===== src/utc_pkg.sv =====
// utc_pkg: shared types and constants for the UTF-8 text canonicalizer.
// Used by utc_front, utc_queue, utc_back and utf8_text_canonicalizer.
// No dependencies.
package utc_pkg;

  localparam int QDEPTH = 4;
  localparam int QAW    = $clog2(QDEPTH);
  localparam int QCW    = $clog2(QDEPTH + 1);

  localparam logic [7:0] MAX_SCALARS_RESET = 8'd128;
  localparam logic [2:0] ADDR_MAX_SCALARS  = 3'd0;
  localparam logic [7:0] SPACE_BYTE        = 8'h20;

  // Work for the back end from one input byte: an optional space, up to
  // four scalar bytes, an optional terminator.
  typedef struct packed {
    logic            space;
    logic [2:0]      nbytes;
    logic [3:0][7:0] bytes;
    logic            term;
    logic            bad;
  } action_t;

endpackage


===== src/utc_front.sv =====
// utc_front: UTF-8 decode, scalar classification, trim and limit tracking.
// Produces at most one utc_pkg::action_t per accepted byte. Depends on utc_pkg.
module utc_front (
  input  logic              clk,
  input  logic              rst,
  input  logic              accept,
  input  logic [7:0]        data_byte,
  input  logic              last_byte,
  input  logic [7:0]        max_scalars,
  output utc_pkg::action_t  act,
  output logic              act_valid
);

  typedef enum logic [1:0] {
    KIND_TEXT,
    KIND_SPACE,
    KIND_DROP
  } kind_t;

  logic [23:0] scalar_bytes, scalar_bytes_next;
  logic [1:0]  bytes_left, bytes_left_next;
  logic        seen_text, seen_text_next;
  logic        pending_space, pending_space_next;
  logic [7:0]  scalar_count, scalar_count_next;
  logic        cut_off, cut_off_next;
  logic        utf8_error, utf8_error_next;

  logic [7:0]      lead;
  logic [2:0]      lead_len;
  logic [2:0]      k;
  logic            ok;
  logic            have_sc;
  logic [2:0]      sc_len;
  logic [3:0][7:0] sc_b;
  kind_t           kind;

  function automatic logic [2:0] seq_len(input logic [7:0] lb);
    logic [2:0] r;
    if (lb >= 8'hF0)      r = 3'd4;
    else if (lb >= 8'hE0) r = 3'd3;
    else                  r = 3'd2;
    return r;
  endfunction

  function automatic kind_t classify(input logic [2:0] len, input logic [3:0][7:0] b);
    kind_t r;
    r = KIND_TEXT;
    case (len)
      3'd1: begin
        if (b[0] == 8'h0D)       r = KIND_DROP;
        else if (b[0] <= 8'h20)  r = KIND_SPACE;
      end
      3'd2: begin
        if (b[0] == 8'hC2 && b[1] == 8'hA0) r = KIND_SPACE;
        else if (b[0] == 8'hCC && (b[1] inside {8'hB3, 8'hBF, 8'h8A})) r = KIND_DROP;
      end
      3'd3: begin
        if (b[0] == 8'hE2 && b[1] == 8'h80) begin
          if (b[2] >= 8'hA8 && b[2] <= 8'hAE)       r = KIND_DROP;
          else if (b[2] <= 8'h8A || b[2] == 8'hAF)  r = KIND_SPACE;
        end else if ((b[0] == 8'hE1 && b[1] == 8'h9A && b[2] == 8'h80) ||
                     (b[0] == 8'hE1 && b[1] == 8'hA0 && b[2] == 8'h8E) ||
                     (b[0] == 8'hE2 && b[1] == 8'h81 && b[2] == 8'h9F) ||
                     (b[0] == 8'hE2 && b[1] == 8'hA0 && b[2] == 8'h80) ||
                     (b[0] == 8'hE3 && b[1] == 8'h80 && b[2] == 8'h80) ||
                     (b[0] == 8'hEF && b[1] == 8'hBF && b[2] == 8'hBC)) begin
          r = KIND_SPACE;
        end
      end
      3'd4: begin
        if (b[0] == 8'hF3 && b[1] == 8'hA0 && b[2] == 8'h80 && b[3] == 8'h80) r = KIND_SPACE;
      end
      default: r = KIND_TEXT;
    endcase
    return r;
  endfunction

  always_comb begin
    scalar_bytes_next  = scalar_bytes;
    bytes_left_next    = bytes_left;
    seen_text_next     = seen_text;
    pending_space_next = pending_space;
    scalar_count_next  = scalar_count;
    cut_off_next       = cut_off;
    utf8_error_next    = utf8_error;
    act                = '0;
    have_sc            = 1'b0;
    sc_len             = 3'd1;
    sc_b               = '0;
    lead               = scalar_bytes[23:16];
    lead_len           = seq_len(lead);
    k                  = lead_len - {1'b0, bytes_left};
    ok                 = data_byte >= 8'h80 && data_byte <= 8'hBF;

    if (k == 3'd1) begin
      if (lead == 8'hE0 && data_byte < 8'hA0) ok = 1'b0;
      if (lead == 8'hED && data_byte > 8'h9F) ok = 1'b0;
      if (lead == 8'hF0 && data_byte < 8'h90) ok = 1'b0;
      if (lead == 8'hF4 && data_byte > 8'h8F) ok = 1'b0;
    end

    if (!utf8_error) begin
      if (bytes_left == 2'd0) begin
        if (data_byte <= 8'h7F) begin
          have_sc = 1'b1;
          sc_b[0] = data_byte;
        end else if (data_byte < 8'hC2 || data_byte > 8'hF4) begin
          utf8_error_next = 1'b1;
        end else begin
          scalar_bytes_next = {data_byte, 16'h0000};
          bytes_left_next   = 2'(seq_len(data_byte) - 3'd1);
        end
      end else if (!ok) begin
        utf8_error_next = 1'b1;
        bytes_left_next = 2'd0;
      end else begin
        bytes_left_next = bytes_left - 2'd1;
        if (bytes_left != 2'd1) begin
          if (k == 3'd1) scalar_bytes_next[15:8] = data_byte;
          else           scalar_bytes_next[7:0]  = data_byte;
        end else begin
          have_sc = 1'b1;
          sc_len  = lead_len;
          sc_b[0] = lead;
          sc_b[1] = scalar_bytes[15:8];
          sc_b[2] = scalar_bytes[7:0];
          case (lead_len)
            3'd2:    sc_b[1] = data_byte;
            3'd3:    sc_b[2] = data_byte;
            default: sc_b[3] = data_byte;
          endcase
        end
      end
    end

    kind = classify(sc_len, sc_b);

    if (have_sc && kind != KIND_DROP && !cut_off) begin
      if (kind == KIND_SPACE) begin
        if (seen_text) begin
          if (scalar_count == max_scalars) begin
            cut_off_next = 1'b1;
          end else begin
            scalar_count_next  = scalar_count + 8'd1;
            pending_space_next = 1'b1;
          end
        end
      end else if (scalar_count == max_scalars) begin
        cut_off_next = 1'b1;
      end else begin
        scalar_count_next  = scalar_count + 8'd1;
        act.space          = pending_space;
        act.nbytes         = sc_len;
        act.bytes          = sc_b;
        pending_space_next = 1'b0;
        seen_text_next     = 1'b1;
      end
    end

    if (last_byte) begin
      if (bytes_left_next != 2'd0) utf8_error_next = 1'b1;
      act.term           = 1'b1;
      act.bad            = utf8_error_next;
      scalar_bytes_next  = '0;
      bytes_left_next    = '0;
      seen_text_next     = 1'b0;
      pending_space_next = 1'b0;
      scalar_count_next  = '0;
      cut_off_next       = 1'b0;
      utf8_error_next    = 1'b0;
    end

    act_valid = act.space || act.nbytes != 3'd0 || act.term;
  end

  always_ff @(posedge clk) begin
    if (rst) begin
      scalar_bytes  <= '0;
      bytes_left    <= '0;
      seen_text     <= 1'b0;
      pending_space <= 1'b0;
      scalar_count  <= '0;
      cut_off       <= 1'b0;
      utf8_error    <= 1'b0;
    end else if (accept) begin
      scalar_bytes  <= scalar_bytes_next;
      bytes_left    <= bytes_left_next;
      seen_text     <= seen_text_next;
      pending_space <= pending_space_next;
      scalar_count  <= scalar_count_next;
      cut_off       <= cut_off_next;
      utf8_error    <= utf8_error_next;
    end
  end

  a_err_no_partial: assert property (@(posedge clk) disable iff (rst)
    utf8_error |-> bytes_left == 2'd0)
    else $error("partial scalar held after error");

  a_clear_after_last: assert property (@(posedge clk) disable iff (rst)
    accept && last_byte |=> scalar_count == 8'd0 && !utf8_error && !seen_text)
    else $error("string state not cleared after final byte");

endmodule


===== src/utc_queue.sv =====
// utc_queue: small FIFO of utc_pkg::action_t between front and back ends.
// Depends on utc_pkg.
module utc_queue (
  input  logic              clk,
  input  logic              rst,
  input  logic              push,
  input  utc_pkg::action_t  din,
  output logic              full,
  input  logic              pop,
  output utc_pkg::action_t  dout,
  output logic              nonempty
);

  utc_pkg::action_t             slots [utc_pkg::QDEPTH];
  logic [utc_pkg::QAW-1:0]      wptr, rptr;
  logic [utc_pkg::QCW-1:0]      count;

  assign full     = count == utc_pkg::QCW'(utc_pkg::QDEPTH);
  assign nonempty = count != '0;
  assign dout     = slots[rptr];

  always_ff @(posedge clk) begin
    if (push) slots[wptr] <= din;
  end

  always_ff @(posedge clk) begin
    if (rst) begin
      wptr  <= '0;
      rptr  <= '0;
      count <= '0;
    end else begin
      if (push) wptr <= wptr + 1'b1;
      if (pop)  rptr <= rptr + 1'b1;
      if (push && !pop)      count <= count + 1'b1;
      else if (pop && !push) count <= count - 1'b1;
    end
  end

  a_no_overflow: assert property (@(posedge clk) disable iff (rst)
    push |-> !full || pop)
    else $error("push into full queue");

  a_no_underflow: assert property (@(posedge clk) disable iff (rst)
    pop |-> nonempty)
    else $error("pop from empty queue");

endmodule


===== src/utc_back.sv =====
// utc_back: walks the head action of the queue, one result per cycle unless
// res_ready stalls it, into a registered output stage. Depends on utc_pkg.
module utc_back (
  input  logic              clk,
  input  logic              rst,
  input  logic              head_valid,
  input  utc_pkg::action_t  head,
  output logic              pop,
  output logic              res_valid,
  input  logic              res_ready,
  output logic [7:0]        out_byte,
  output logic              byte_valid,
  output logic              last,
  output logic              bad_utf8
);

  logic       sp_done, sp_done_next;
  logic       bytes_done, bytes_done_next;
  logic [1:0] bidx, bidx_next;
  logic       advance;
  logic       fin;
  logic       last_of_bytes;
  logic [7:0] nxt_byte;
  logic       nxt_bv;

  assign advance       = !res_valid || res_ready;
  assign last_of_bytes = {1'b0, bidx} == head.nbytes - 3'd1;

  always_comb begin
    sp_done_next    = sp_done;
    bytes_done_next = bytes_done;
    bidx_next       = bidx;
    fin             = 1'b0;
    nxt_byte        = 8'h00;
    nxt_bv          = 1'b0;
    if (head.space && !sp_done) begin
      nxt_byte     = utc_pkg::SPACE_BYTE;
      nxt_bv       = 1'b1;
      sp_done_next = 1'b1;
      fin          = head.nbytes == 3'd0 && !head.term;
    end else if (head.nbytes != 3'd0 && !bytes_done) begin
      nxt_byte = head.bytes[bidx];
      nxt_bv   = 1'b1;
      fin      = last_of_bytes && !head.term;
      if (last_of_bytes) bytes_done_next = 1'b1;
      else               bidx_next       = bidx + 2'd1;
    end else begin
      fin = 1'b1;
    end
    if (fin) begin
      sp_done_next    = 1'b0;
      bytes_done_next = 1'b0;
      bidx_next       = '0;
    end
  end

  assign pop = advance && head_valid && fin;

  always_ff @(posedge clk) begin
    if (rst) begin
      res_valid  <= 1'b0;
      sp_done    <= 1'b0;
      bytes_done <= 1'b0;
      bidx       <= '0;
    end else if (advance) begin
      res_valid <= head_valid;
      if (head_valid) begin
        sp_done    <= sp_done_next;
        bytes_done <= bytes_done_next;
        bidx       <= bidx_next;
      end
    end
  end

  always_ff @(posedge clk) begin
    if (advance && head_valid) begin
      out_byte   <= nxt_byte;
      byte_valid <= nxt_bv;
      last       <= !nxt_bv;
      bad_utf8   <= !nxt_bv && head.bad;
    end
  end

  a_progress_idle: assert property (@(posedge clk) disable iff (rst)
    !head_valid |-> !sp_done && !bytes_done && bidx == 2'd0)
    else $error("progress held with empty queue");

endmodule


===== src/utf8_text_canonicalizer.sv =====
// utf8_text_canonicalizer: top level; APB register, front end, queue, back end.
// Depends on utc_pkg, utc_front, utc_queue, utc_back.
//
//   port group    dir  transfer condition           payload
//   src           in   src_valid && src_ready       data_byte, last_byte
//   res           out  res_valid && res_ready       out_byte, byte_valid, last, bad_utf8
//   apb           in   psel && penable && pwrite    paddr, pwdata (max_scalars at 0)
//
// One input byte per cycle while src_ready is high; each byte yields 0 to 6 results,
// sent one per cycle unless res_ready stalls, through the queue and output register.
// src_ready drops only when the 4-entry action queue is full.
// rst is synchronous; max_scalars resets to 128, all string state to zero.
module utf8_text_canonicalizer (
  input  logic        clk,
  input  logic        rst,
  input  logic        psel,
  input  logic        penable,
  input  logic        pwrite,
  input  logic [2:0]  paddr,
  input  logic [31:0] pwdata,
  output logic [31:0] prdata,
  output logic        pready,
  input  logic        src_valid,
  output logic        src_ready,
  input  logic [7:0]  data_byte,
  input  logic        last_byte,
  output logic        res_valid,
  input  logic        res_ready,
  output logic [7:0]  out_byte,
  output logic        byte_valid,
  output logic        last,
  output logic        bad_utf8
);

  logic [7:0]        max_scalars;
  logic              accept;
  logic              q_full;
  logic              q_nonempty;
  logic              q_pop;
  logic              act_valid;
  utc_pkg::action_t  act;
  utc_pkg::action_t  head;

  assign pready    = 1'b1;
  assign prdata    = (paddr == utc_pkg::ADDR_MAX_SCALARS) ? {24'h000000, max_scalars} : '0;
  assign src_ready = !q_full;
  assign accept    = src_valid && src_ready;

  always_ff @(posedge clk) begin
    if (rst) begin
      max_scalars <= utc_pkg::MAX_SCALARS_RESET;
    end else if (psel && penable && pwrite && paddr == utc_pkg::ADDR_MAX_SCALARS) begin
      max_scalars <= pwdata[7:0];
    end
  end

  utc_front u_front (
    .clk         (clk),
    .rst         (rst),
    .accept      (accept),
    .data_byte   (data_byte),
    .last_byte   (last_byte),
    .max_scalars (max_scalars),
    .act         (act),
    .act_valid   (act_valid)
  );

  utc_queue u_queue (
    .clk      (clk),
    .rst      (rst),
    .push     (accept && act_valid),
    .din      (act),
    .full     (q_full),
    .pop      (q_pop),
    .dout     (head),
    .nonempty (q_nonempty)
  );

  utc_back u_back (
    .clk        (clk),
    .rst        (rst),
    .head_valid (q_nonempty),
    .head       (head),
    .pop        (q_pop),
    .res_valid  (res_valid),
    .res_ready  (res_ready),
    .out_byte   (out_byte),
    .byte_valid (byte_valid),
    .last       (last),
    .bad_utf8   (bad_utf8)
  );

endmodule

===== config.mk =====
export PLATFORM = sky130hd
export DESIGN_NAME = utf8_text_canonicalizer
export DESIGN_NICKNAME = d
export VERILOG_FILES = /design/src/utc_pkg.sv /design/src/utc_front.sv /design/src/utc_queue.sv /design/src/utc_back.sv /design/src/utf8_text_canonicalizer.sv
export SDC_FILE = /design/constraint.sdc
export NUM_CORES = 1
export LEC_CHECK = 0
export BUFFER_PORTS_ARGS = -buffer_cell sky130_fd_sc_hd__buf_2
export CAP_MARGIN = 30
export CORE_AREA = 4 4 182 184
export DETAILED_ROUTE_END_ITERATION = 6
export DIE_AREA = 0 0 186 188
export RECOVER_POWER = 25
export SLEW_MARGIN = 20
export SYNTH_ARGS = -nofsm -noshare
export SYNTH_HDL_FRONTEND = slang
export SYNTH_SLANG_ARGS = --single-unit

===== constraint.sdc =====
create_clock -name clk -period 7.5 [get_ports clk]
set_input_delay 1.125 -clock clk [delete_from_list [all_inputs] [get_ports clk]]
set_output_delay 1.125 -clock clk [all_outputs]
set_load 0.01 [all_outputs]

==> impl_metrics.prom, run 1 <==
# TYPE chip_impl_metric gauge
chip_impl_info{name="outcome",value="complete, but fails checks"} 1
chip_impl_info{name="failed_checks",value="max-capacitance violations, max-slew violations"} 1
chip_impl_metric{name="path_max_fanout",unit=""} 21
chip_impl_metric{name="max_freq",unit="MHz"} 159
chip_impl_metric{name="grt_pass1_vias",unit=""} 7070
chip_impl_metric{name="cp_slowest_stage_delay",unit="ns"} 0.75
chip_impl_metric{name="max-cap-violations",unit=""} 2
chip_impl_metric{name="synthToLayoutAreaGrowth",unit="%"} 12.5
chip_impl_metric{name="routed-via-count",unit=""} 7226
chip_impl_metric{name="setup-tns-final",unit="ns"} 0
chip_impl_metric{name="detailed_place_hpwl",unit="um"} 17800
chip_impl_metric{name="timing.final.setup_violations",unit=""} 0
chip_impl_info{name="cts_tree",value="done"} 1
chip_impl_info{name="synthMostInstantiatedCell",value="edfxtp_1"} 1
chip_impl_metric{name="cts_max_path_buffers",unit=""} 3
chip_impl_metric{name="clock_skew",unit="ns"} 0.0116
chip_impl_metric{name="fraction_of_final_layout_cells_sized_beyond_drive_strength_1",unit="%"} 17.4
chip_impl_metric{name="finalHoldViolations",unit=""} 0
chip_impl_metric{name="syn_avg_cell_area",unit="sq um"} 12.3
chip_impl_metric{name="clk_pin_slew_worst_paths",unit="ns"} 0.06
chip_impl_metric{name="drt_first_iter_violations",unit=""} 565
chip_impl_info{name="synth_top_cells_by_area",value="edfxtp_1 45%, dfxtp_1 11%, mux4_2 9.5%"} 1
chip_impl_metric{name="p_leak",unit="nW"} 4.10
chip_impl_metric{name="multi_input_area",unit="sq mm"} 0.00437
chip_impl_metric{name="cell_area_after_layout",unit="sq mm"} 0.0122
chip_impl_metric{name="antenna-diode-count",unit=""} 0
chip_impl_metric{name="antenna_found_initial",unit=""} 0
chip_impl_metric{name="critPathRequiredTime",unit="ns"} 7.95
chip_impl_metric{name="yosysWarningCount",unit=""} 0
chip_impl_info{name="worst_hold_path_type",value="reg2reg"} 1
chip_impl_metric{name="buffer_ports.inserted",unit=""} 47
chip_impl_metric{name="drt-wirelength-per-cell",unit="um"} 20.0
chip_impl_metric{name="async_reset_ff_share",unit="%"} 0
chip_impl_metric{name="postSynthCellCount",unit=""} 886
chip_impl_metric{name="grt_max_degree",unit=""} 48
chip_impl_metric{name="tritoncts.num_buffers",unit=""} 25
chip_impl_metric{name="clock_sink_count",unit=""} 223
chip_impl_metric{name="avgViaCountPerCell",unit=""} 5.38
chip_impl_metric{name="powerDensity",unit="mW/mm^2"} 284
chip_impl_info{name="worstSetupPathType",value="reg2reg"} 1
chip_impl_metric{name="synth_seq_area_share",unit="%"} 56.0
chip_impl_metric{name="finalWorstSetupSlack",unit="ns"} 1.22
chip_impl_info{name="setup.worst_path.start_class",value="flop"} 1
chip_impl_info{name="synth.largest_area_cell",value="edfxtp_1"} 1
chip_impl_metric{name="placement.setup.worst_slack",unit="ns"} 1.79
chip_impl_info{name="clock-root-buffer",value="clkbuf_16"} 1
chip_impl_info{name="synth_common_cells",value="163 x edfxtp_1, 69 x nor2_1, 68 x nand2_1"} 1
chip_impl_info{name="critical_path.cell_chain",value="and4b_1 -> inv_1 -> ha_1 -> inv_1 -> ha_1 -> a211oi_1 -> o211ai_4 -> a211oi_1 -> nor2_1 -> nand2_1 -> o2111a_2 -> and3_1 -> a21boi_4 -> inv_1 -> ha_1 -> inv_1 -> fa_1 -> xor2_1 -> or3_1 -> a21oi_1"} 1
chip_impl_metric{name="groute.usage.overall",unit="%"} 15.2
chip_impl_metric{name="synth.top_cell.area_share",unit="%"} 45.0
chip_impl_info{name="critPathMostFrequentCell",value="inv_1"} 1
chip_impl_metric{name="initial_utilization",unit="%"} 34.7
chip_impl_metric{name="drv_slew",unit=""} 50
chip_impl_metric{name="dieHeight",unit="um"} 188
chip_impl_metric{name="io-pin-count",unit=""} 97
chip_impl_metric{name="htree_num_levels",unit=""} 1
chip_impl_metric{name="placement.cell_area",unit="sq mm"} 0.0114
chip_impl_metric{name="fin_nets",unit=""} 985
chip_impl_metric{name="power.ir.vdd_worst",unit="V"} 0.000146
chip_impl_metric{name="rows",unit=""} 65
chip_impl_metric{name="relative_max_transition_margin",unit="%"} -100
chip_impl_metric{name="routed_wl",unit="um"} 26800
chip_impl_metric{name="cts-resized-gates",unit=""} 0
chip_impl_metric{name="ant_nets",unit=""} 0
chip_impl_metric{name="yosysUniqueCellTypes",unit=""} 74
chip_impl_metric{name="synth_enable_flop_cells",unit=""} 163
chip_impl_info{name="worst_path_max_delay_cell",value="a211oi_1"} 1
chip_impl_metric{name="post_route_drc",unit=""} 0
chip_impl_info{name="rsz0062_at_grt",value="no"} 1
chip_impl_metric{name="post-cts-setup-buffer-count",unit=""} 0
chip_impl_metric{name="fp.coreArea",unit="sq mm"} 0.0314
chip_impl_metric{name="post-route-util",unit="%"} 39.0
chip_impl_metric{name="cp.arrival",unit="ns"} 6.73
chip_impl_metric{name="synth_seq_cells",unit=""} 223
chip_impl_metric{name="number_of_fillers_in_the_final_layout",unit=""} 3024
chip_impl_metric{name="drt-pass1-iter-count",unit=""} 5
chip_impl_metric{name="gp_congestion",unit=""} 0.889
chip_impl_metric{name="clkLatencyLatePin",unit="ns"} 0.54
chip_impl_metric{name="stdcell_count",unit=""} 1342
chip_impl_metric{name="globalRouteOverflowTotal",unit=""} 0
chip_impl_metric{name="grt_first_pass_wirelength",unit="um"} 41900
chip_impl_metric{name="place.detailed.instances",unit=""} 1295
chip_impl_metric{name="die_width",unit="um"} 186
chip_impl_metric{name="post_synthesis_instance_area",unit="sq mm"} 0.0109
chip_impl_metric{name="die_area",unit="sq mm"} 0.0350
chip_impl_metric{name="cts_hold_buf",unit=""} 0
chip_impl_info{name="timing.critical_path.to_type",value="flop"} 1
chip_impl_info{name="synth_top_flop_cell",value="edfxtp_1"} 1
chip_impl_metric{name="worst_slew_pin_slew",unit="ns"} 3.01
chip_impl_metric{name="timing.final.crit_period",unit="ns"} 6.28
chip_impl_metric{name="seq_cell_area",unit="sq mm"} 0.00610
chip_impl_metric{name="final_min_period_over_clock_period",unit="%"} 83.8
==> per-layer routing <==
layer  routed length, um  share of wire [%]  global-route usage [%]  vias up
met4                 566                2.1                    3.42        0
met2               12700                 47                    24.5      246
met3                1700                6.3                    2.13       39
met5                   0                  0                       0        -
li1                    -                  -                       -     3355
met1               11800                 44                    21.9     3586
==> worst paths after layout <==
| path | start | end | slack [ns] | cells after the start |
|---|---|---|---|---|
| worst max-delay path | u_front.scalar_bytes[21] | u_queue.count[2] | 1.22 | 20 |
| worst min-delay path | u_front.scalar_bytes[15] | u_front.scalar_bytes[15] | 0.45 | 2 |
| worst max register to register | u_front.scalar_bytes[21] | u_queue.count[2] | 1.22 | 20 |
| worst min register to register | u_front.scalar_bytes[15] | u_front.scalar_bytes[15] | 0.45 | 2 |
==> cell usage in the layout (no fill, tap or decap), types with 4 or more instances in the layout <==
| cell type | Yosys | layout |
|---|---|---|
| a21oi_1 | 41 | 40 |
| nor4b_1 | 4 | 4 |
| and2_0 | 1 | 10 |
| mux4_2 | 46 | 46 |
| clkbuf_16 | 0 | 25 |
| bufinv_16 | 0 | 4 |
| nand3b_1 | 4 | 4 |
| nand2b_1 | 14 | 14 |
| nand2_1 | 68 | 68 |
| buf_2 | 12 | 32 |
| edfxtp_1 | 163 | 163 |
| nor2b_1 | 8 | 4 |
| a21oi_2 | 14 | 15 |
| or3_1 | 9 | 9 |
| clkbuf_1 | 28 | 20 |
| mux2i_1 | 34 | 34 |
| nor2_1 | 69 | 69 |
| xor2_1 | 12 | 12 |
| dfxtp_1 | 60 | 59 |
| nor3_1 | 34 | 34 |
| a21o_1 | 4 | 4 |
| clkinv_1 | 0 | 4 |
| clkinv_2 | 0 | 5 |
| a211oi_1 | 10 | 11 |
| nor2b_4 | 0 | 4 |
| conb_1 | 2 | 29 |
| a31oi_1 | 7 | 7 |
| buf_4 | 27 | 7 |
| nor4_1 | 17 | 17 |
| nand4_1 | 13 | 14 |
| a22oi_1 | 6 | 6 |
| o21a_1 | 4 | 4 |
| ha_1 | 12 | 12 |
| inv_1 | 29 | 30 |
| nand3_1 | 19 | 19 |
| and3_1 | 15 | 15 |
| o21ai_0 | 19 | 20 |
==> sequential cells by signal, indices dropped and copies added (netlist names), named ones only <==
signal                 count
u_back.bidx                2
u_queue.wptr               2
u_front.scalar_count       8
u_back.out_byte            8
u_back.bytes_done          1
u_front.pending_space      1
u_front.bytes_left         2
u_front.utf8_error         1
u_queue.count              3
max_scalars                8
u_front.cut_off            1
u_queue.slots            152
u_front.scalar_bytes      24
u_back.byte_valid          1
u_front.seen_text          1
u_queue.rptr               2
u_back.sp_done             1
u_back.last                1
u_back.bad_utf8            1
u_back.res_valid           1
==> critical path: cells and delay by family (launching register included) <==
kind / cells / cell delay (ns)
AOI/OAI and AO/OA: 6 / 1.82
xor gates and xnor gates: 1 / 0.17
adders and majority gates: 4 / 1.16
buffers and inverters: 4 / 0.75
DFF: 1 / 0.49
and+or+nand+nor: 5 / 1.80
==> cells by family after synthesis <==
group           count (synthesis)  share of synthesized area, %
simple gates                  312                          15.0
flops                         223                          56.0
compound gates                131                          8.25
buf+inv                       108                          5.00
mux                            82                          12.9
xor+xnor                       15                          1.21
fa+ha+maj                      13                          1.56
other cells                     2                        0.0690
==> final cells by class <==
type | instances | share of cell area (%)
repair buffers | 57 | 2.48
clock inverters | 17 | 1.66
well taps | 402 | 4.11
inverters | 32 | 0.981
multi-input cells | 582 | 35.7
clock buffers | 29 | 5.31
flip-flops and latches | 223 | 49.8
==> report_power, final <==
group | leakage (nW) | switching (mW) | total, mW | internal [mW]
Sequential | 1.93 | 0.0533 | 1.51 | 1.46
Combinational | 1.76 | 0.402 | 0.710 | 0.308
Clock | 0.411 | 0.499 | 1.26 | 0.762
==> through the flow <==
step	hold slack [ns]	total power, mW
CTS	0.452	3.54
global route	0.483	3.66
finish	0.448	3.48
floorplan	0.424	2.06
detailed placement	0.444	2.26
global placement	0.443	2.26
No activity file was read; power rests on OpenSTA's default activity.
==> inputs of run 2 (changes only) <==
==> constraint.sdc (replaced) <==
create_clock -name clk -period 5.9 [get_ports clk]
set_input_delay 0.885 -clock clk [delete_from_list [all_inputs] [get_ports clk]]
set_output_delay 0.885 -clock clk [all_outputs]
set_load 0.01 [all_outputs]
==> run 2 against run 1 <==
  * The flow finishes with violations (max-capacitance violations)
  * Sequential share of layout area is 0.19 points lower
  * Critical path depth is 1 lower
  * Die area stayed put
  * Maximum frequency is 20% higher
  * Sequential power is 27% higher
  * Highest routed layer unchanged
==> impl_metrics.prom, run 2 (same netlist as run 1, synthesis figures left out) <==
# TYPE chip_impl_metric gauge
chip_impl_info{name="cts_tree",value="done"} 1
chip_impl_metric{name="buffer_ports.inserted",unit=""} 47
chip_impl_info{name="worst_path_max_delay_cell",value="a32oi_1"} 1
chip_impl_info{name="worstHoldStart",value="u_front.scalar_bytes[15]"} 1
chip_impl_metric{name="fp.coreArea",unit="sq mm"} 0.0314
chip_impl_metric{name="setup-tns-final",unit="ns"} 0
chip_impl_metric{name="globalRouteOverflowTotal",unit=""} 0
chip_impl_metric{name="fin_nets",unit=""} 994
chip_impl_info{name="hold_end",value="u_front.scalar_bytes[15]"} 1
chip_impl_info{name="most_frequent_standard_cell_in_the_layout_excluding_fill_and_tap_cells",value="edfxtp_1"} 1
chip_impl_metric{name="overall_power_of_the_completed_layout",unit="mW"} 4.42
chip_impl_metric{name="synthToLayoutAreaGrowth",unit="%"} 12.9
chip_impl_info{name="failed_checks",value="max-capacitance violations"} 1
chip_impl_metric{name="grt_max_degree",unit=""} 48
chip_impl_metric{name="avgViaCountPerCell",unit=""} 5.33
chip_impl_metric{name="antenna-diode-count",unit=""} 0
chip_impl_metric{name="holdPathStages",unit=""} 2
chip_impl_metric{name="cell_area_after_layout",unit="sq mm"} 0.0123
chip_impl_metric{name="p_leak",unit="nW"} 4.15
chip_impl_metric{name="groute.usage.overall",unit="%"} 15.1
chip_impl_metric{name="post-cts-setup-buffer-count",unit=""} 0
chip_impl_info{name="worstSetupPathType",value="reg2reg"} 1
chip_impl_metric{name="placement.cell_area",unit="sq mm"} 0.0115
chip_impl_metric{name="clkLatencyLatePin",unit="ns"} 0.54
chip_impl_metric{name="fraction_of_final_layout_cells_sized_beyond_drive_strength_1",unit="%"} 18.1
chip_impl_metric{name="clock_sink_count",unit=""} 223
chip_impl_metric{name="routed-via-count",unit=""} 7206
chip_impl_metric{name="htree_num_levels",unit=""} 1
chip_impl_info{name="rsz0062_at_grt",value="no"} 1
chip_impl_info{name="max_flop_register",value="u_queue.slots"} 1
chip_impl_metric{name="tritoncts.num_buffers",unit=""} 25
chip_impl_info{name="timing.critical_path.to_type",value="flop"} 1
chip_impl_metric{name="timing.final.setup_violations",unit=""} 0
chip_impl_metric{name="path_max_fanout",unit=""} 8
chip_impl_metric{name="clk_pin_slew_worst_paths",unit="ns"} 0.06
chip_impl_metric{name="initial_utilization",unit="%"} 34.7
chip_impl_metric{name="drt_first_iter_violations",unit=""} 626
chip_impl_metric{name="rows",unit=""} 65
chip_impl_metric{name="drt-pass1-iter-count",unit=""} 7
chip_impl_metric{name="place.detailed.instances",unit=""} 1303
chip_impl_metric{name="antenna_found_initial",unit=""} 0
chip_impl_info{name="r2r_start",value="u_front.scalar_bytes[21]"} 1
chip_impl_metric{name="flip_flop_count_of_the_largest_register_after_layout",unit=""} 152
chip_impl_info{name="critical_path.cell_chain",value="and3_1 -> nand2_1 -> xnor2_1 -> ha_1 -> nand2b_1 -> o211ai_1 -> a211oi_2 -> nor2_1 -> nand4_1 -> a32oi_1 -> and3_1 -> a21boi_4 -> inv_1 -> ha_1 -> inv_1 -> fa_1 -> xor2_1 -> or3_1 -> a21oi_1"} 1
chip_impl_info{name="worst_r2r_endpoint",value="u_queue.count[2]"} 1
chip_impl_info{name="layout.cells.most_common_list",value="163 x edfxtp_1, 69 x nor2_1, 68 x nand2_1"} 1
chip_impl_metric{name="drv_slew",unit=""} 0
chip_impl_metric{name="finalHoldViolations",unit=""} 0
chip_impl_metric{name="cts-resized-gates",unit=""} 0
chip_impl_metric{name="cp_slowest_stage_delay",unit="ns"} 0.51
chip_impl_metric{name="power.ir.vdd_worst",unit="V"} 0.000188
chip_impl_metric{name="powerDensity",unit="mW/mm^2"} 360
chip_impl_metric{name="timing.final.crit_period",unit="ns"} 5.22
chip_impl_info{name="worst_hold_path_type",value="reg2reg"} 1
chip_impl_metric{name="io-pin-count",unit=""} 97
chip_impl_metric{name="routed_wl",unit="um"} 26500
chip_impl_metric{name="worst_slew_pin_slew",unit="ns"} 1.50
chip_impl_metric{name="grt_pass1_vias",unit=""} 7291
chip_impl_metric{name="stdcell_count",unit=""} 1351
chip_impl_info{name="setup.worst_path.start_class",value="flop"} 1
chip_impl_metric{name="die_area",unit="sq mm"} 0.0350
chip_impl_metric{name="worstRegToRegCells",unit=""} 19
chip_impl_metric{name="cts_hold_buf",unit=""} 0
chip_impl_metric{name="gp_congestion",unit=""} 0.925
chip_impl_metric{name="cts_max_path_buffers",unit=""} 3
chip_impl_metric{name="clock_skew",unit="ns"} 0.0104
chip_impl_metric{name="ant_nets",unit=""} 0
chip_impl_metric{name="cp.arrival",unit="ns"} 5.68
chip_impl_info{name="biggestRegsByFlops",value="u_queue.slots x152, u_front.scalar_bytes x24"} 1
chip_impl_info{name="outcome",value="complete, but fails checks"} 1
chip_impl_metric{name="die_width",unit="um"} 186
chip_impl_metric{name="max-cap-violations",unit=""} 1
chip_impl_metric{name="drt-wirelength-per-cell",unit="um"} 19.6
chip_impl_metric{name="grt_first_pass_wirelength",unit="um"} 41800
chip_impl_metric{name="setup.reg_to_reg.worst_slack",unit="ns"} 0.68
chip_impl_metric{name="critPathRequiredTime",unit="ns"} 6.37
chip_impl_metric{name="detailed_place_hpwl",unit="um"} 17400
chip_impl_metric{name="dieHeight",unit="um"} 188
chip_impl_metric{name="final_hold_slack",unit="ns"} 0.460
chip_impl_metric{name="max_freq",unit="MHz"} 192
chip_impl_metric{name="final_min_period_over_clock_period",unit="%"} 88.4
chip_impl_metric{name="post_route_drc",unit=""} 0
chip_impl_info{name="clock-root-buffer",value="clkbuf_16"} 1
chip_impl_metric{name="relative_max_transition_margin",unit="%"} 0.118
run 2: cell count changes in the layout (fill, tap and decap cells not counted), sizes merged:
cell and change:
buf +9, bufinv -1, clkbuf +4, clkinv -1, clkinvlp -2
run 2: layer usage:
| metal | up-vias | track usage [%] | wire length [um] |
|---|---|---|---|
| li1 | 3381 | - | - |
| met1 | 3489 | 21.5 | 11900 |
| met2 | 276 | 23.3 | 11900 |
| met3 | 60 | 2.89 | 1920 |
| met4 | 0 | 4.85 | 806 |
| met5 | - | 0 | 0 |
run 2: metrics by stage:
stage	setup WS [ns]	utilization [%]
after floorplan	0.286	-
after global placement	0.902	36.5
after detailed placement	0.890	36.5
after CTS	0.884	39.2
after global routing	0.313	39.2
final	0.683	39.2
run 2: cell type report:
type,instances,area (sq um)
fill,3010,19100
sequential,223,6100
multi-input combinational,582,4350
clock buffer,33,696
tap,402,503
timing repair buffer,66,368
clock inverter,13,161
inverter,32,120
run 2: how the worst max path moves through the flow:
| stage | from | end | slack, ns | cells after the start |
|---|---|---|---|---|
| final | u_front.scalar_bytes[21] | u_queue.count[2] | 0.68 | 19 |
| after global routing | u_front.scalar_bytes[21] | u_queue.count[2] | 0.31 | 19 |
| after CTS | u_front.scalar_bytes[21] | u_queue.count[2] | 0.88 | 19 |
| after detailed placement | u_front.scalar_bytes[21] | u_queue.count[2] | 0.89 | 19 |
| after global placement | u_front.scalar_bytes[21] | u_queue.count[2] | 0.90 | 20 |
| after floorplan | u_front.scalar_bytes[21] | u_queue.slots[0][0] | 0.29 | 17 |
run 2: report_power, final:
part           leakage [nW]  switching [mW]  internal (mW)  total, mW
Combinational          1.80           0.514          0.387      0.901
Clock                 0.419           0.641          0.966       1.61
Sequential             1.93          0.0625           1.85       1.92
run 2: critical path: cells and delay by family, from the launching register on:
family / cells / cell delay, ns
AOI/OAI and AO/OA: 5 / 1.37
adders and majority gates: 3 / 0.84
and+or+nand+nor: 7 / 1.96
xor gates and xnor gates: 2 / 0.32
buffers and inverters: 2 / 0.16
DFF: 1 / 0.49
==> inputs of run 3 (changes only) <==
--- a/config.mk
+++ b/config.mk
@@ -7,11 +7,13 @@
 export LEC_CHECK = 0
 export BUFFER_PORTS_ARGS = -buffer_cell sky130_fd_sc_hd__buf_2
 export CAP_MARGIN = 30
-export CORE_AREA = 4 4 182 184
+export CORE_AREA = 4 4 185 187
 export DETAILED_ROUTE_END_ITERATION = 6
-export DIE_AREA = 0 0 186 188
+export DIE_AREA = 0 0 189 191
+export GPL_ROUTABILITY_DRIVEN = 0
 export RECOVER_POWER = 25
 export SLEW_MARGIN = 20
 export SYNTH_ARGS = -nofsm -noshare
 export SYNTH_HDL_FRONTEND = slang
+export SYNTH_HIERARCHICAL = 1
 export SYNTH_SLANG_ARGS = --single-unit
==> run 3 against run 2 <==
  * The run ends with max-capacitance violations, max-slew violations left
  * Utilization fell by 0.57 points
  * Critical endpoint is now u_queue/count[2]
  * Wire length is 4.4% higher
  * Count of clock-buffer cells in the layout is 4 lower
  * Combinational power decreased by 2%
  * Setup slack improved by 0.0068 ns
  * Clock skew is 0.0013 ns lower
  * Sequential power about the same
  * Maximum frequency increased by 0.13%
  * Critical path depth is the same
  * Hold slack gained 0.015 ns
  * Power down 5.5%
==> impl_metrics.prom, run 3 <==
# TYPE chip_impl_metric gauge
chip_impl_info{name="rsz0062_at_grt",value="no"} 1
chip_impl_metric{name="relative_max_transition_margin",unit="%"} -83.8
chip_impl_metric{name="globalRouteOverflowTotal",unit=""} 0
chip_impl_metric{name="synthToLayoutAreaGrowth",unit="%"} 10.7
chip_impl_metric{name="final_min_period_over_clock_period",unit="%"} 88.3
chip_impl_info{name="max_flop_register",value="u_queue/slots"} 1
chip_impl_metric{name="fin_nets",unit=""} 1021
chip_impl_metric{name="groute.usage.overall",unit="%"} 14.8
chip_impl_metric{name="cts_max_path_buffers",unit=""} 3
chip_impl_metric{name="post-cts-setup-buffer-count",unit=""} 0
chip_impl_metric{name="drt_first_iter_violations",unit=""} 787
chip_impl_metric{name="critPathRequiredTime",unit="ns"} 6.31
chip_impl_metric{name="avgViaCountPerCell",unit=""} 5.44
chip_impl_info{name="worstSetupPathType",value="reg2reg"} 1
chip_impl_metric{name="placement.setup.worst_slack",unit="ns"} 0.870
chip_impl_info{name="clock-root-buffer",value="clkbuf_16"} 1
chip_impl_metric{name="clock_skew",unit="ns"} 0.00909
chip_impl_info{name="synth_common_cells",value="163 x edfxtp_1, 80 x nor2_1, 60 x dfxtp_1"} 1
chip_impl_metric{name="synth.top_cell.area_share",unit="%"} 43.3
chip_impl_metric{name="tritoncts.num_buffers",unit=""} 24
chip_impl_metric{name="fraction_of_final_layout_cells_sized_beyond_drive_strength_1",unit="%"} 15.9
chip_impl_metric{name="postSynthCellCount",unit=""} 924
chip_impl_metric{name="drv_slew",unit=""} 124
chip_impl_info{name="r2r_start",value="u_front/scalar_bytes[23]"} 1
chip_impl_metric{name="post_route_drc",unit=""} 0
chip_impl_metric{name="grt_max_degree",unit=""} 66
chip_impl_metric{name="timing.final.crit_period",unit="ns"} 5.21
chip_impl_metric{name="htree_num_levels",unit=""} 1
chip_impl_metric{name="max-cap-violations",unit=""} 3
chip_impl_info{name="cp-startpoint",value="u_front/scalar_bytes[23]"} 1
chip_impl_metric{name="syn_avg_cell_area",unit="sq um"} 12.2
chip_impl_metric{name="clkLatencyLatePin",unit="ns"} 0.52
chip_impl_info{name="most_frequent_standard_cell_in_the_layout_excluding_fill_and_tap_cells",value="edfxtp_1"} 1
chip_impl_metric{name="cp_slowest_stage_delay",unit="ns"} 0.60
chip_impl_metric{name="cp_num_buf_inv",unit=""} 3
chip_impl_info{name="synth_top_flop_cell",value="edfxtp_1"} 1
chip_impl_metric{name="flip_flop_count_of_the_largest_register_after_layout",unit=""} 152
chip_impl_metric{name="die_area",unit="sq mm"} 0.0361
chip_impl_metric{name="synth_seq_cells",unit=""} 223
chip_impl_metric{name="finalHoldViolations",unit=""} 0
chip_impl_metric{name="io-pin-count",unit=""} 97
chip_impl_metric{name="clock_sink_count",unit=""} 223
chip_impl_info{name="critical_path.cell_chain",value="and4_1 -> inv_1 -> fa_1 -> nor3b_1 -> mux2i_1 -> a21oi_1 -> a221o_1 -> or4b_4 -> nor3_1 -> buf_4 -> nand2_1 -> nand2b_1 -> and2_1 -> ha_1 -> inv_1 -> fa_1 -> xor2_1 -> or3_1 -> a21oi_1"} 1
chip_impl_info{name="synth_top_cells_by_area",value="edfxtp_1 43%, dfxtp_1 11%, mux4_2 9.0%"} 1
chip_impl_metric{name="ant_nets",unit=""} 0
chip_impl_metric{name="die_width",unit="um"} 189
chip_impl_info{name="worst_hold_path_type",value="reg2reg"} 1
chip_impl_info{name="worst_r2r_endpoint",value="u_queue/count[2]"} 1
chip_impl_metric{name="yosysUniqueCellTypes",unit=""} 88
chip_impl_metric{name="antenna_found_initial",unit=""} 0
chip_impl_info{name="setup.worst_path.start_class",value="flop"} 1
chip_impl_info{name="timing.critical_path.to_type",value="flop"} 1
chip_impl_info{name="synthMostInstantiatedCell",value="edfxtp_1"} 1
chip_impl_metric{name="drt-wirelength-per-cell",unit="um"} 19.5
chip_impl_info{name="layout.cells.most_common_list",value="163 x edfxtp_1, 80 x nor2_1, 59 x dfxtp_1"} 1
chip_impl_metric{name="async_reset_ff_share",unit="%"} 0
chip_impl_info{name="cts_tree",value="done"} 1
chip_impl_metric{name="power.ir.vdd_worst",unit="V"} 0.000193
chip_impl_metric{name="worstRegToRegCells",unit=""} 19
chip_impl_metric{name="cell_area_after_layout",unit="sq mm"} 0.0125
chip_impl_metric{name="finalWorstSetupSlack",unit="ns"} 0.690
chip_impl_metric{name="setup.reg_to_reg.worst_slack",unit="ns"} 0.69
chip_impl_info{name="failed_checks",value="max-capacitance violations, max-slew violations"} 1
chip_impl_metric{name="grt_first_pass_wirelength",unit="um"} 43000
chip_impl_metric{name="rows",unit=""} 66
chip_impl_info{name="crit_end",value="u_queue/count[2]"} 1
chip_impl_metric{name="p_leak",unit="nW"} 4.22
chip_impl_metric{name="post_synthesis_instance_area",unit="sq mm"} 0.0113
chip_impl_metric{name="timing.final.setup_violations",unit=""} 0
chip_impl_metric{name="synth_enable_flop_cells",unit=""} 163
chip_impl_metric{name="path_max_fanout",unit=""} 10
chip_impl_metric{name="initial_utilization",unit="%"} 34.8
chip_impl_info{name="worst_path_max_delay_cell",value="fa_1"} 1
chip_impl_info{name="path_delay_family",value="simple AND/OR/NAND/NOR gates"} 1
chip_impl_metric{name="final_hold_slack",unit="ns"} 0.475
chip_impl_metric{name="crit_cells",unit=""} 19
chip_impl_metric{name="cts-resized-gates",unit=""} 0
chip_impl_metric{name="cp.arrival",unit="ns"} 5.62
chip_impl_metric{name="synth_seq_area_share",unit="%"} 53.9
chip_impl_metric{name="max_freq",unit="MHz"} 192
chip_impl_metric{name="setup-tns-final",unit="ns"} 0
chip_impl_metric{name="powerDensity",unit="mW/mm^2"} 334
chip_impl_metric{name="clk_pin_slew_worst_paths",unit="ns"} 0.06
chip_impl_metric{name="yosysWarningCount",unit=""} 6
chip_impl_metric{name="worst_slew_pin_slew",unit="ns"} 2.76
chip_impl_info{name="biggestRegsByFlops",value="u_queue/slots x152, u_front/scalar_bytes x24"} 1
chip_impl_metric{name="number_of_fillers_in_the_final_layout",unit=""} 3118
chip_impl_metric{name="drt-pass1-iter-count",unit=""} 5
chip_impl_metric{name="routed-via-count",unit=""} 7721
chip_impl_metric{name="grt_pass1_vias",unit=""} 7517
chip_impl_info{name="outcome",value="complete, but fails checks"} 1
chip_impl_metric{name="fp.coreArea",unit="sq mm"} 0.0325
chip_impl_metric{name="dieHeight",unit="um"} 191
chip_impl_metric{name="routed_wl",unit="um"} 27600
chip_impl_metric{name="cts_hold_buf",unit=""} 0
chip_impl_metric{name="detailed_place_hpwl",unit="um"} 18900
chip_impl_metric{name="placement.cell_area",unit="sq mm"} 0.0119
chip_impl_metric{name="buffer_ports.inserted",unit=""} 47
chip_impl_info{name="synth.largest_area_cell",value="edfxtp_1"} 1
==> run 3: area by class of cell <==
class,instances,area (sq um),area share [%]
Multi-Input combinational cell,605,4630,36.9
Antenna cell,1,2.50,0.0200
Clock buffer,29,619,4.95
Inverter,35,131,1.05
Clock inverter,15,85.1,0.679
Tap cell,442,553,4.42
Sequential cell,223,6100,48.7
Timing Repair Buffer,68,409,3.27
==> run 3: layer usage <==
layer,up-vias,global-route usage [%],share of wire [%]
met4,0,3.78,3.0
met2,316,24.5,47
met5,-,0,0
li1,3521,-,-
met1,3808,20.5,43
met3,76,2.36,6.3
==> run 3: worst register-to-register path, stage by stage, from the launching register on <==
cell and delay, ns:
dfxtp_1 0.43, and4_1 0.31, inv_1 0.25, fa_1 0.60
nor3b_1 0.08, mux2i_1 0.25, a21oi_1 0.14, a221o_1 0.38
or4b_4 0.56, nor3_1 0.21, buf_4 0.16, nand2_1 0.07
nand2b_1 0.07, and2_1 0.28, ha_1 0.24, inv_1 0.07
fa_1 0.38, xor2_1 0.18, or3_1 0.31, a21oi_1 0.14
==> run 3: logic make-up (layout without fill, tap and decap cells) <==
logic type / Yosys count / in the layout / synth area share, %
buf+inv: 119 / 147 / 5.74
fa+ha+maj: 13 / 13 / 1.57
compound gates: 149 / 149 / 9.39
xor+xnor: 17 / 17 / 1.32
other cells: 3 / 27 / 0.0996
mux: 82 / 82 / 12.4
flops: 223 / 223 / 53.9
simple gates: 318 / 318 / 15.6
==> run 3: worst min path at each step <==
| stage | from | endpoint | slack, ns | depth (start not counted) |
|---|---|---|---|---|
| 2_1_floorplan | u_front/cut_off | u_front/cut_off | 0.44 | 1 |
| 6_report | u_front/cut_off | u_front/cut_off | 0.48 | 1 |
| 4_1_cts | u_front/cut_off | u_front/cut_off | 0.48 | 1 |
| 3_3_place_gp | u_front/cut_off | u_front/cut_off | 0.45 | 1 |
| 3_5_place_dp | u_front/cut_off | u_front/cut_off | 0.47 | 1 |
| 5_1_grt | u_front/scalar_bytes[15] | u_front/scalar_bytes[15] | 0.50 | 2 |
==> run 3: metrics by stage <==
stage               instances  total power [mW]  util (%)
floorplan                 947              2.66         -
global placement         1368              2.87      36.3
detailed placement       1372              2.89      36.6
CTS                      1416              4.26      38.8
global route             1417              4.41      38.6
finish                   1418              4.18      38.6
==> run 3: where the power goes <==
group | internal, mW | switching [mW]
sequential | 1.84 | 0.103
clock | 0.750 | 0.602
combinational | 0.394 | 0.490
